File: src/rtl/core/assert_macros.svh
// ----------------------------------------------------------------------------
// Assertion macros
// Concurrent checks that compile away when SYNTHESIS is defined.
// ----------------------------------------------------------------------------
`ifndef ASSERT_MACROS_SVH
`define ASSERT_MACROS_SVH

`ifndef SYNTHESIS

`define ASSERT_CLK(label, clk, rst, prop) \
   label: assert property (@(posedge clk) disable iff (rst) (prop)) \
      else $error("assertion failed");

`define ASSERT_NEVER(label, clk, rst, prop) \
   label: assert property (@(posedge clk) disable iff (rst) !(prop)) \
      else $error("forbidden condition seen");

`else

`define ASSERT_CLK(label, clk, rst, prop)

`define ASSERT_NEVER(label, clk, rst, prop)

`endif

`endif

File: src/rtl/core/dpcr_ram.sv
// ----------------------------------------------------------------------------
// dpcr_ram
// Simple dual port RAM, one write and one registered read per cycle.
// ----------------------------------------------------------------------------
`timescale 1ns / 1ps

module dpcr_ram #(
   parameter int DEPTH = 256,
   parameter int WIDTH = 8,
   parameter int AW    = $clog2(DEPTH)
) (
   input  logic             clock,
   input  logic             wr_en,
   input  logic [AW-1:0]    wr_addr,
   input  logic [WIDTH-1:0] wr_data,
   input  logic [AW-1:0]    rd_addr,
   output logic [WIDTH-1:0] rd_data
);

   logic [WIDTH-1:0] mem [DEPTH];
   logic [WIDTH-1:0] rd_data_ff;

   always_ff @(posedge clock) begin
      if (wr_en) begin
         mem[wr_addr] <= wr_data;
      end
      rd_data_ff <= mem[rd_addr];
   end

   assign rd_data = rd_data_ff;

endmodule

File: config.mk
export PLATFORM = sky130hd
export DESIGN_NAME = dpcr_ram
export DESIGN_NICKNAME = d
export VERILOG_FILES = /design/src/rtl/core/assert_macros.svh /design/src/rtl/core/dpcr_ram.sv
export SDC_FILE = /design/constraint.sdc
export NUM_CORES = 2
export LEC_CHECK = 0
export BUFFER_PORTS_ARGS = -buffer_cell sky130_fd_sc_hd__buf_2
export CAP_MARGIN = 20
export CELL_PAD_IN_SITES_DETAIL_PLACEMENT = 0
export CELL_PAD_IN_SITES_GLOBAL_PLACEMENT = 1
export CORE_MARGIN = 1
export CORE_UTILIZATION = 51
export DETAILED_ROUTE_END_ITERATION = 10
export PLACE_DENSITY_LB_ADDON = 0.1
export SETUP_SLACK_MARGIN = 0.05
export SLEW_MARGIN = 10
export SYNTH_ARGS = -nofsm -noshare
export SYNTH_HDL_FRONTEND = slang
export SYNTH_SLANG_ARGS = --single-unit
File: constraint.sdc
create_clock -name clock -period 2.3 [get_ports clock]
set_clock_uncertainty 0.15 [all_clocks]
set_input_delay 0.115 -clock clock [delete_from_list [all_inputs] [get_ports clock]]
set_output_delay 0.115 -clock clock [all_outputs]
set_load 0.01 [all_outputs]
==> impl_metrics.csv <==
group,metric,value,unit
outcome,outcome,"finished, violations left",
outcome,violations,"DRC, setup timing",
sta,hold_viol,0,
detailed_routing,drc_errors,2,
layout,nets,4519,
detailed_routing,dr_total_vias,40990,
global_routing,antenna_found_initial,1,
setup_path,arrival,2.98,ns
sta,slew_violations,0,
sta,fin_crit_sh,1.047,
logic_synthesis,synthCells,3733,
sta,period_needed,2.408,ns
global_routing,track_usage,0.2658,
logic_synthesis,ys.flop_type,"edfxtp_1",
worst_hold_path,hold_depth,2,
sta,rsz0062_at_grt,"yes",
sta,maxSlewHeadroom,0.4638,
clock_tree,cts_max_path_buffers,3,
global_routing,grt_overflow_total,0,
floorplan,rows,144,
clock_tree,numCtsBuffers,203,
setup_path,path_max_fanout,1,
floorplan,die_h,397.0,um
sta,setup_ws,-0.1082,ns
global_routing,grt_max_degree,79,
sta,timing.fmax,415.3,MHz
clock_tree,clk_latency,0.84,ns
placement,dp_slack,-1.175,ns
floorplan,die_x,397.0,um
setup_path,start_kind,"flip-flop",
clock_tree,cts_root_buf,"clkbuf_16",
placement,gp_congestion,0.8934,
logic_synthesis,ys_types,55,
setup_path,required,2.87,ns
logic_synthesis,synthArstFlopShare,0,
logic_synthesis,ys_warn_count,0,
layout,n_antenna_cell,0,
logic_synthesis,synth_edf_count,2048,
setup_path,critPathCaptureType,"flip-flop",
clock_tree,clk_pin_slew,0.06,ns
detailed_routing,initialDrtViolationCount,4037,
logic_synthesis,ys_ff_latch,2056,
logic_synthesis,mappedNetlistArea,79560,um2
global_routing,grt_pass1_wl,297500,um
power_and_ir_drop,p_leak,31.02,nW
sta,hold_ws,0.1419,ns
power_and_ir_drop,ir_worst_vdd,0.7789,mV
global_routing,grt_pass1_vias,41970,
logic_synthesis,syn-mean-instance-area,21.31,um2
placement,io_buffers,33,
floorplan,initial_utilization,0.5152,
placement,dp_hpwl,137900,um
clock_tree,cts_tree,"yes",
floorplan,core,154400,um2
detailed_routing,routed_via_density,6.113,
detailed_routing,dr.pass1.iters,9,
sta,tightest_slew,0.8043,ns
setup_path,r2r_cells,8,
detailed_routing,antenna_left,0,
clock_tree,cts_max_level,4,
floorplan,die_area,157600,um2
flow_run,maxCapViolCount,0,
layout,area_growth,19.57,%
clock_tree,post_cts_buffers,0,
worst_hold_path,min_path_type,"input pin to flip-flop",
logic_synthesis,ys_seq_area_frac,0.7750,
setup_path,crit_type,"flip-flop to flip-flop",
layout,drive_above_1_share,0.3454,
clock_tree,cts_sinks,2056,
detailed_routing,routed_wirelength,206300,um
floorplan,ios,34,
logic_synthesis,synth_fp_nets,3759,
power_and_ir_drop,p_per_area,833.8,nW/um2
detailed_routing,post_drt_wl_per_cell,30.76,um
sta,setup_viol,7,
[state kept, by name (all words and copies together) (netlist names)]
register,flops
mem,2048
rd_data,8
[worst max-delay path, cell delays in order, from the launching register on]
cell,delay (ns)
edfxtp_1,0.37
mux4_2,0.49
a22o_1,0.26
a221oi_4,0.29
buf_4,0.19
o32ai_4,0.08
nor3_4,0.28
buf_4,0.17
nor4_2,0.03
[logic make-up after synthesis]
group                  share of synthesized area
AOI/OAI and AO/OA                        0.03419
and+or+nand+nor                          0.02628
DFF                                       0.7750
buffers and inverters                    0.01831
muxes                                     0.1462
[worst paths after layout]
path | start | endpoint | slack [ns]
worst max-delay path | mem[82][3] | rd_data[3] | -0.11
worst min-delay path | wr_data[3] | mem[146][3] | 0.14
worst max register to register | mem[82][3] | rd_data[3] | -0.11
worst min register to register | mem[60][5] | rd_data[5] | 0.94
[Yosys cell counts, types with 3 or more instances]
master | number | share of area
buf_2 | 31 | 0.0020
edfxtp_1 | 2048 | 0.77
clkbuf_1 | 111 | 0.0052
nand4_1 | 10 | 0.00079
a221oi_1 | 13 | 0.0014
nand3_1 | 34 | 0.0021
buf_8 | 13 | 0.0025
o32ai_1 | 4 | 0.00044
nor3_1 | 22 | 0.0014
nor4_2 | 3 | 0.00047
buf_4 | 27 | 0.0025
and2_1 | 6 | 0.00047
buf_6 | 21 | 0.0030
nand2b_1 | 8 | 0.00063
mux4_2 | 454 | 0.13
nor4_1 | 24 | 0.0019
a211oi_1 | 16 | 0.0015
o221ai_1 | 46 | 0.0051
nor2b_1 | 31 | 0.0024
buf_12 | 8 | 0.0020
a21oi_1 | 96 | 0.0060
a22oi_1 | 133 | 0.013
o211ai_1 | 10 | 0.00094
nor2_1 | 282 | 0.013
o21ai_0 | 10 | 0.00063
dfxtp_1 | 8 | 0.0020
o22a_1 | 5 | 0.00055
a22o_1 | 8 | 0.00088
nand2_1 | 33 | 0.0016
buf_1 | 22 | 0.0010
or2_2 | 4 | 0.00031
mux2i_1 | 134 | 0.017
o22ai_1 | 28 | 0.0022
[metrics by stage]
| stage | area (um2) | utilization | std cells | setup TNS, ns | total power, mW |
|---|---|---|---|---|---|
| after detailed placement | 87650 | 0.5677 | 6313 | -6.750 | 46.65 |
| after CTS | 94920 | 0.6148 | 6705 | -0.7562 | 79.77 |
| after global placement | 87650 | 0.5677 | 6313 | -6.664 | 46.56 |
| after global routing | 95130 | 0.6161 | 6705 | -0.6178 | 81.34 |
| final | 95130 | 0.6161 | 6705 | -0.3151 | 79.32 |
| after floorplan | 79560 | - | 3733 | 0 | 44.14 |
[report_power, final]
part	switching (mW)	leakage [nW]	internal [mW]
registers	0.0573	18.5	41.3
clock network	14.0	3.27	19.4
logic	2.74	9.28	1.91
[placed cells by master, fill, tap and decap left out, types with 34 or more instances in the layout]
master | Yosys | layout
o221ai_1 | 46 | 44
mux4_2 | 454 | 455
clkbuf_16 | 0 | 204
buf_12 | 8 | 93
clkbuf_1 | 111 | 35
edfxtp_1 | 2048 | 2048
clkinv_2 | 0 | 39
clkinv_1 | 1 | 38
nor2_1 | 282 | 276
a21oi_1 | 96 | 94
mux2i_1 | 134 | 134
nand3_1 | 34 | 34
buf_4 | 27 | 641
a22oi_1 | 133 | 126
[layer usage]
layer,vias to the layer above,GRT usage,part of all wire
li1,17220,-,-
met1,21770,0.3743,0.41
met2,1691,0.4339,0.49
met3,306,0.04591,0.073
met4,0,0.06943,0.024
met5,-,0,0
[layout make-up]
type / instances / area [um2]
Clock inverter: 129 / 1403
Timing Repair Buffer: 788 / 7154
Sequential cell: 2056 / 61660
Tap cell: 2044 / 2557
Fill cell: 10650 / 59280
Multi-Input combinational cell: 1442 / 17040
Inverter: 2 / 7.507
Clock buffer: 244 / 5305
[repair_timing]
action / CTS / global route
setup endpoints to repair: 8 / 8
gates resized for setup: 65 / 32
pin swaps: 14 / 21
hold endpoints to repair: 1955 / 0
hold buffers: 19 / 0
No activity file was read; power rests on OpenSTA's default activity.
